File: config.mk
export PLATFORM = sky130hd
export DESIGN_NAME = byte_deque_core
export DESIGN_NICKNAME = d
export VERILOG_FILES = /design/src/rtl/bdq_pkg.sv /design/src/rtl/bdq_ram.sv /design/src/rtl/bdq_ctrl.sv /design/src/rtl/bdq_dp.sv /design/src/rtl/byte_deque_core.sv
export SDC_FILE = /design/constraint.sdc
export NUM_CORES = 1
export LEC_CHECK = 0
export ABC_AREA = 1
export BUFFER_PORTS_ARGS = -buffer_cell sky130_fd_sc_hd__buf_2
export CORE_ASPECT_RATIO = 1.75
export CORE_MARGIN = 5
export CORE_UTILIZATION = 48
export CTS_CLUSTER_DIAMETER = 150
export DETAILED_ROUTE_END_ITERATION = 8
export SKIP_LAST_GASP = 1
export SLEW_MARGIN = 15
export SYNTH_ARGS = -nofsm -noshare
export SYNTH_HDL_FRONTEND = slang
export SYNTH_HIERARCHICAL = 1
export SYNTH_SLANG_ARGS = --single-unit
File: constraint.sdc
create_clock -name i_clk -period 7.3 [get_ports i_clk]
set_input_delay 1.095 -clock i_clk [delete_from_list [all_inputs] [get_ports i_clk]]
set_output_delay 1.095 -clock i_clk [all_outputs]
set_load 0.005 [all_outputs]
File: src/rtl/bdq_pkg.sv
// Shared constants, codes and controller/datapath bundles for the byte deque.
// No dependencies; imported by bdq_ctrl, bdq_dp and byte_deque_core.
`default_nettype none

package bdq_pkg;

    localparam int DEPTH  = 32;
    localparam int PTR_W  = $clog2(DEPTH);
    localparam int CNT_W  = $clog2(DEPTH + 1);
    localparam int DATA_W = 8;
    localparam int FILL_W = 6;

    localparam logic [DATA_W-1:0] EMPTY_MARK = 8'd33;

    localparam logic [1:0] CMD_PUSH_BACK  = 2'd0;
    localparam logic [1:0] CMD_PUSH_FRONT = 2'd1;
    localparam logic [1:0] CMD_POP_FRONT  = 2'd2;
    localparam logic [1:0] CMD_POP_BACK   = 2'd3;

    localparam logic [1:0] ST_OK       = 2'd0;
    localparam logic [1:0] ST_OVERFLOW = 2'd1;
    localparam logic [1:0] ST_EMPTY    = 2'd2;

    // controller -> datapath
    typedef struct packed {
        logic       load;
        logic       wr_en;
        logic       rd_en;
        logic       at_front;
        logic [1:0] status;
    } t_dp_cmd;

    // datapath -> controller
    typedef struct packed {
        logic full;
        logic empty;
    } t_dp_status;

endpackage

`default_nettype wire

File: src/rtl/bdq_ram.sv
// Generic single-port RAM with registered read data.
// No dependencies.
`default_nettype none

module bdq_ram #(
    parameter int WIDTH = 8,
    parameter int DEPTH = 32
) (
    input  wire logic                     i_clk,
    input  wire logic                     i_wr_en,
    input  wire logic                     i_rd_en,
    input  wire logic [$clog2(DEPTH)-1:0] i_addr,
    input  wire logic [WIDTH-1:0]         i_wr_data,
    output logic      [WIDTH-1:0]         o_rd_data
);

    logic [WIDTH-1:0] r_mem [DEPTH];

    always_ff @(posedge i_clk) begin
        if (i_wr_en) begin
            r_mem[i_addr] <= i_wr_data;
        end
        if (i_rd_en) begin
            o_rd_data <= r_mem[i_addr];
        end
    end

endmodule

`default_nettype wire

File: src/rtl/bdq_ctrl.sv
// Controller for the byte deque: handshake state machine and command decode.
// Depends on bdq_pkg.
`default_nettype none

module bdq_ctrl
    import bdq_pkg::*;
(
    input  wire logic       i_clk,
    input  wire logic       i_rst_n,
    input  wire logic       i_in_valid,
    output logic            o_in_stall,
    input  wire logic [1:0] i_cmd,
    output logic            o_out_valid,
    input  wire logic       i_out_stall,
    input  wire t_dp_status i_status,
    output t_dp_cmd         o_cmd
);

    localparam logic S_IDLE = 1'b0;
    localparam logic S_RESP = 1'b1;

    logic r_state;
    logic n_state;
    logic w_accept;

    assign o_in_stall  = (r_state != S_IDLE);
    assign o_out_valid = (r_state == S_RESP);
    assign w_accept    = i_in_valid && (r_state == S_IDLE);

    always_comb begin
        o_cmd          = '0;
        o_cmd.load     = w_accept;
        o_cmd.status   = ST_OK;
        unique case (i_cmd)
            CMD_PUSH_BACK, CMD_PUSH_FRONT: begin
                o_cmd.at_front = (i_cmd == CMD_PUSH_FRONT);
                o_cmd.wr_en    = w_accept && !i_status.full;
                o_cmd.status   = i_status.full ? ST_OVERFLOW : ST_OK;
            end
            CMD_POP_FRONT, CMD_POP_BACK: begin
                o_cmd.at_front = (i_cmd == CMD_POP_FRONT);
                o_cmd.rd_en    = w_accept && !i_status.empty;
                o_cmd.status   = i_status.empty ? ST_EMPTY : ST_OK;
            end
            default: begin
                o_cmd.status = ST_OK;
            end
        endcase
    end

    always_comb begin
        n_state = r_state;
        unique case (r_state)
            S_IDLE: begin
                if (w_accept) begin
                    n_state = S_RESP;
                end
            end
            S_RESP: begin
                if (!i_out_stall) begin
                    n_state = S_IDLE;
                end
            end
            default: begin
                n_state = S_IDLE;
            end
        endcase
    end

    always_ff @(posedge i_clk) begin
        if (!i_rst_n) begin
            r_state <= S_IDLE;
        end else begin
            r_state <= n_state;
        end
    end

    // a beat accepted always leads to a result on the next cycle
    a_accept_resp: assert property (@(posedge i_clk) disable iff (!i_rst_n)
        w_accept |=> o_out_valid)
        else $error("accepted beat did not raise output valid");

    // a pending result holds until taken
    a_resp_hold: assert property (@(posedge i_clk) disable iff (!i_rst_n)
        o_out_valid && i_out_stall |=> o_out_valid)
        else $error("stalled result dropped");

    // never write and read the RAM in the same beat
    a_one_access: assert property (@(posedge i_clk) disable iff (!i_rst_n)
        !(o_cmd.wr_en && o_cmd.rd_en))
        else $error("write and read issued together");

endmodule

`default_nettype wire

File: src/rtl/bdq_dp.sv
// Datapath for the byte deque: circular buffer pointers, fill count, storage
// RAM and result registers. Depends on bdq_pkg and bdq_ram.
`default_nettype none

module bdq_dp
    import bdq_pkg::*;
(
    input  wire logic              i_clk,
    input  wire logic              i_rst_n,
    input  wire t_dp_cmd           i_cmd,
    input  wire logic [DATA_W-1:0] i_data_in,
    output t_dp_status             o_status,
    output logic      [DATA_W-1:0] o_data_out,
    output logic      [1:0]        o_result_status,
    output logic      [FILL_W-1:0] o_fill_count
);

    logic [PTR_W-1:0]  r_head;
    logic [PTR_W-1:0]  n_head;
    logic [CNT_W-1:0]  r_count;
    logic [CNT_W-1:0]  n_count;
    logic [1:0]        r_status;
    logic              r_pop;
    logic [FILL_W-1:0] r_fill;

    logic [CNT_W-1:0]  w_offset;
    logic [PTR_W:0]    w_sum;
    logic [PTR_W-1:0]  w_back_addr;
    logic [PTR_W-1:0]  w_head_dec;
    logic [PTR_W-1:0]  w_head_inc;
    logic [PTR_W-1:0]  w_addr;
    logic [DATA_W-1:0] w_rd_data;

    assign o_status.full  = (r_count == CNT_W'(DEPTH));
    assign o_status.empty = (r_count == '0);

    // back slot: head + count for a push, head + count - 1 for a pop
    assign w_offset = i_cmd.rd_en ? (r_count - CNT_W'(1)) : r_count;
    assign w_sum    = {1'b0, r_head} + (PTR_W+1)'(w_offset);
    assign w_back_addr = (w_sum >= (PTR_W+1)'(DEPTH))
        ? PTR_W'(w_sum - (PTR_W+1)'(DEPTH)) : PTR_W'(w_sum);

    assign w_head_dec = (r_head == '0) ? PTR_W'(DEPTH - 1) : (r_head - PTR_W'(1));
    assign w_head_inc = (r_head == PTR_W'(DEPTH - 1)) ? '0 : (r_head + PTR_W'(1));

    always_comb begin
        priority if (i_cmd.at_front && i_cmd.wr_en) begin
            w_addr = w_head_dec;
        end else if (i_cmd.at_front) begin
            w_addr = r_head;
        end else begin
            w_addr = w_back_addr;
        end
    end

    always_comb begin
        n_head  = r_head;
        n_count = r_count;
        if (i_cmd.wr_en) begin
            n_count = r_count + CNT_W'(1);
            if (i_cmd.at_front) begin
                n_head = w_head_dec;
            end
        end else if (i_cmd.rd_en) begin
            n_count = r_count - CNT_W'(1);
            if (i_cmd.at_front) begin
                n_head = w_head_inc;
            end
        end
    end

    bdq_ram #(
        .WIDTH (DATA_W),
        .DEPTH (DEPTH)
    ) u_ram (
        .i_clk     (i_clk),
        .i_wr_en   (i_cmd.wr_en),
        .i_rd_en   (i_cmd.rd_en),
        .i_addr    (w_addr),
        .i_wr_data (i_data_in),
        .o_rd_data (w_rd_data)
    );

    always_ff @(posedge i_clk) begin
        if (!i_rst_n) begin
            r_head  <= '0;
            r_count <= '0;
        end else begin
            r_head  <= n_head;
            r_count <= n_count;
        end
    end

    // result payload; RAM read data holds until the next read
    always_ff @(posedge i_clk) begin
        if (i_cmd.load) begin
            r_status <= i_cmd.status;
            r_pop    <= i_cmd.rd_en;
            r_fill   <= FILL_W'(n_count);
        end
    end

    always_comb begin
        priority if (r_pop) begin
            o_data_out = w_rd_data;
        end else if (r_status == ST_EMPTY) begin
            o_data_out = EMPTY_MARK;
        end else begin
            o_data_out = '0;
        end
    end

    assign o_result_status = r_status;
    assign o_fill_count    = r_fill;

    a_count_range: assert property (@(posedge i_clk) disable iff (!i_rst_n)
        r_count <= CNT_W'(DEPTH))
        else $error("fill count beyond capacity");

    a_count_push: assert property (@(posedge i_clk) disable iff (!i_rst_n)
        i_cmd.wr_en |=> r_count == $past(r_count) + CNT_W'(1))
        else $error("push did not advance count");

    a_count_idle: assert property (@(posedge i_clk) disable iff (!i_rst_n)
        !i_cmd.wr_en && !i_cmd.rd_en |=> r_count == $past(r_count) &&
            r_head == $past(r_head))
        else $error("pointers moved without an access");

endmodule

`default_nettype wire

File: src/rtl/byte_deque_core.sv
// Byte deque top level: circular buffer in a single-port RAM, head pointer and fill count.
// Result: valid in the cycle after the input beat is accepted.
// Input: the single RAM port and the one-entry result register hold the input stalled
// until the result beat is taken, so no new beat enters while a result is pending.
// Reset: synchronous active-low; clears state and count, RAM contents are undefined.
// Depends on bdq_pkg, bdq_ctrl, bdq_dp and bdq_ram.
`default_nettype none

module byte_deque_core
    import bdq_pkg::*;
(
    input  wire logic              i_clk,
    input  wire logic              i_rst_n,
    input  wire logic              i_in_valid,
    output logic                   o_in_stall,
    input  wire logic [1:0]        i_cmd,
    input  wire logic [DATA_W-1:0] i_data_in,
    output logic                   o_out_valid,
    input  wire logic              i_out_stall,
    output logic      [DATA_W-1:0] o_data_out,
    output logic      [1:0]        o_status,
    output logic      [FILL_W-1:0] o_fill_count
);

    t_dp_cmd    w_cmd;
    t_dp_status w_status;

    bdq_ctrl u_ctrl (
        .i_clk       (i_clk),
        .i_rst_n     (i_rst_n),
        .i_in_valid  (i_in_valid),
        .o_in_stall  (o_in_stall),
        .i_cmd       (i_cmd),
        .o_out_valid (o_out_valid),
        .i_out_stall (i_out_stall),
        .i_status    (w_status),
        .o_cmd       (w_cmd)
    );

    bdq_dp u_dp (
        .i_clk           (i_clk),
        .i_rst_n         (i_rst_n),
        .i_cmd           (w_cmd),
        .i_data_in       (i_data_in),
        .o_status        (w_status),
        .o_data_out      (o_data_out),
        .o_result_status (o_status),
        .o_fill_count    (o_fill_count)
    );

endmodule

`default_nettype wire
==> key figures <==
GRT
  – First-pass GRT wire length: 48,400 µm
  – Remaining global-route overflow: 0
  – Largest net degree at the start of global routing: slightly below 90
  – Gr usage total: 0.214
  – Initial antenna violation count: 0
  – Vias in the first global route: ~8,700

Drt
  – Drt via density: between 5 and 6
  – Wirelength per Cell: between 15 and 20 µm
  – Vias: roughly 8,400
  – Antenna-violating nets left: 0
  – Post-Route WL: 31,500 µm
  – DR iter-0 viols: 636
  – # DRC: 0
  – Drt first pass iters: 5

Clock network
  – Post-CTS Setup Bufs: 0
  – Clock network latency to the later pin of the worst-skew pair: 0.54 ns
  – Clock tree buffer depth: 3
  – CTS H-tree lvls: 1
  – CTS tree: yes
  – CTS buffer count: 27
  – Root buf cell: clkbuf_16
  – Clk pin slew, worst setup/hold paths: 0.07 ns
  – Post-cts resize count: 0
  – Clk sinks: 285
  – Post-cts hold buffer count: 0

STA
  – Crit path time final: just over 5 ns
  – Fmax achieved: approximately 200 MHz
  – Slew at the pin with the worst max-slew slack: 0.997 ns
  – Fin Clk Skew: roughly 0.014 ns
  – Final period utilization: 0.704
  – Max-slew violations: 0
  – RSZ-0062 raised after global routing: false
  – WHS: 0.506 ns
  – Final setup fails: 0
  – Final hold violation count: 0
  – Max-Slew Margin vs Limit: 0.334
  – Setup TNS: 0 ns

Yosys
  – Most common cell in the netlist: nand2_1
  – Seq/Total Area, Yosys: 0.667
  – Yosys warnings: 6
  – Prevailing post-synth register cell: edfxtp_1
  – Post-synthesis cell type count: 29
  – Cell area after synthesis: ~13,000 µm²
  – Synthesized Nets: between 1,000 and 1,500
  – Post-synth top cells: 747 x nand2_1, 273 x edfxtp_1, 64 x nor2_1, 36 x inv_1, 24 x buf_2
  – Synth top area share: 0.648
  – EDFF count, synth: between 200 and 300
  – Top post-synthesis cells by area: edfxtp_1 65%, nand2_1 22%, dfxtp_1 1.9%
  – Number of synthesized register bits: 285
  – Cell taking the most area after synthesis: edfxtp_1
  – Async SR Flop Fraction: 0
  – Syn Inst Count: 1,285
  – Post-synthesis average cell area: between 9 and 10 µm²

Placement
  – DP HPWL: about 20,000 µm
  – Final GP Congestion: between 0.9 and 1
  – Placed Area: roughly 13,000 µm²
  – IO Port Bufs: 31

Die
  – Num rows: a little under 80
  – Die width: 133 µm
  – Core box area: ~26,000 µm²
  – I/O pins: 32
  – Die area: 29,800 µm²
  – Initial Util: 0.487
  – Chip Height: 225 µm

Setup path
  – CP cell instances: inv_1 -> ha_1 -> nand2_1 -> nor3_1 -> inv_1 -> nand3_1 -> nor2_1 -> buf_4 -> inv_1 -> nand2_1 -> nand2_1 -> ha_1 -> fa_1 -> nor2_1 -> a21oi_4 -> nand3_1 -> nor2_1
  – Buf/Inv on CP: 4
  – Crit path max-delay cell type: a21oi_4
  – Crit-path max cell delay: roughly 0.76 ns
  – WP data arrival: approximately 5.3 ns
  – Crit Path Class: flip-flop to flip-flop
  – Crit path required time: 7.47 ns
  – Crit path max-delay family: simple AND/OR/NAND/NOR gates
  – CP Launch Type: flip-flop
  – Worst setup EP type: flip-flop
  – Worst Path Max Fanout: 35

Final layout
  – Ratio of cells with drive above 1 in the final layout: 0.0816
  – Core Util, Final: 0.534
  – Area growth, synth to finish: 9.62%
  – Final nets: about 1,300
  – Ant. Diodes: 0
  – Finished Cell Area: about 14,000 µm²

Power and ir drop
  – Pwr/cell area: around 280 nW/µm²
  – Leakage: a little under 6 nW
  – PnR Total Power: between 3 and 4 mW
  – Peak VDD IR: between 0.15 and 0.2 mV

Run status
  – Outcome: finished, final reports clean

Job
  – Max-Cap Viols: 0

Worst hold path
  – Hold Crit Class: flip-flop to flip-flop
routing by layer:
metal,part of all wire,track usage,vias up
met4,0.053,0.107,0
met2,0.54,0.407,227
met3,0.045,0.0226,83
li1,-,-,4185
met5,0,0,-
met1,0.37,0.233,3937
cell families after synthesis:
| family | count (synthesis) | synth area share |
|---|---|---|
| adder cells (fa/ha/maj) | 15 | 0.0154 |
| buffers and inverters | 98 | 0.0371 |
| XOR/XNOR | 6 | 0.00475 |
| AO/OA/AOI/OAI | 31 | 0.0142 |
| AND/OR/NAND/NOR | 850 | 0.261 |
| flip-flops | 285 | 0.667 |
state kept, by name, indices dropped and copies added (netlist names):
name and cells:
u_dp/o_fill_count 6, u_dp/r_count 6, u_dp/r_head 5, u_dp/u_ram/r_mem 256
u_dp/o_result_status 2, u_ctrl/o_in_stall 1, u_dp/u_ram/o_rd_data 8, u_dp/r_pop 1
layout by cell type, fill, tap and decap left out:
cell type / synthesis / final
clkinv_2: 0 / 6
nand3_1: 19 / 19
inv_1: 36 / 36
clkinv_1: 0 / 7
a21oi_1: 10 / 9
nor3_2: 8 / 8
a21oi_4: 1 / 2
inv_2: 11 / 10
edfxtp_1: 273 / 273
buf_2: 24 / 31
o21ai_0: 14 / 14
nand3_2: 1 / 1
nand2_2: 1 / 1
nand4_1: 3 / 3
clkinvlp_4: 0 / 2
xor2_2: 1 / 1
fa_1: 1 / 1
xor2_1: 5 / 5
inv_6: 0 / 3
o311ai_2: 0 / 1
clkbuf_1: 10 / 2
a31oi_1: 4 / 4
or3b_2: 1 / 1
bufinv_16: 0 / 3
buf_4: 15 / 9
nor3_1: 4 / 4
and2_1: 1 / 1
nor2_1: 64 / 64
ha_1: 14 / 14
nand2_1: 747 / 747
dfxtp_1: 12 / 12
clkbuf_16: 0 / 27
nand4_2: 1 / 1
a21oi_2: 1 / 1
tightest hold or removal path, stage by stage (launching register included):
cell and delay [ns]:
dfxtp_1 0.34, nand2_1 0.08, a21oi_2 0.05
metrics by stage:
| step | instances | setup WS (ns) |
|---|---|---|
| after floorplan | 1285 | 2.43 |
| after global placement | 1594 | 1.86 |
| after detailed placement | 1594 | 1.82 |
| after CTS | 1643 | 2.24 |
| after global routing | 1643 | 1.80 |
| final | 1643 | 2.16 |
path summary, 6_finish.rpt:
kind         depth (start not counted)  slack [ns]                               end                    startpoint
max reg2reg                         17        2.16  u_dp/u_ram/r_mem[3][1]$_DFFE_PP_    u_dp/r_count[0]$_SDFF_PN0_
max                                 17        2.16  u_dp/u_ram/r_mem[3][1]$_DFFE_PP_    u_dp/r_count[0]$_SDFF_PN0_
min reg2reg                          2        0.51      u_ctrl/o_in_stall$_SDFF_PN0_  u_ctrl/o_in_stall$_SDFF_PN0_
min                                  2        0.51      u_ctrl/o_in_stall$_SDFF_PN0_  u_ctrl/o_in_stall$_SDFF_PN0_
layout make-up:
class	count	area, µm²
multi-input cells	902	3750
fillers	2322	12100
repair buffers	40	223
clock inverters	20	183
well taps	320	400
inverters	47	178
clock buffers	29	683
flip-flops and latches	285	8440
power breakdown:
group | switching, mW | internal [mW]
Sequential | 0.0163 | 1.83
Clock | 0.594 | 0.785
Combinational | 0.527 | 0.183
Total | 1.14 | 2.80
No activity file was read; power rests on OpenSTA's default activity.
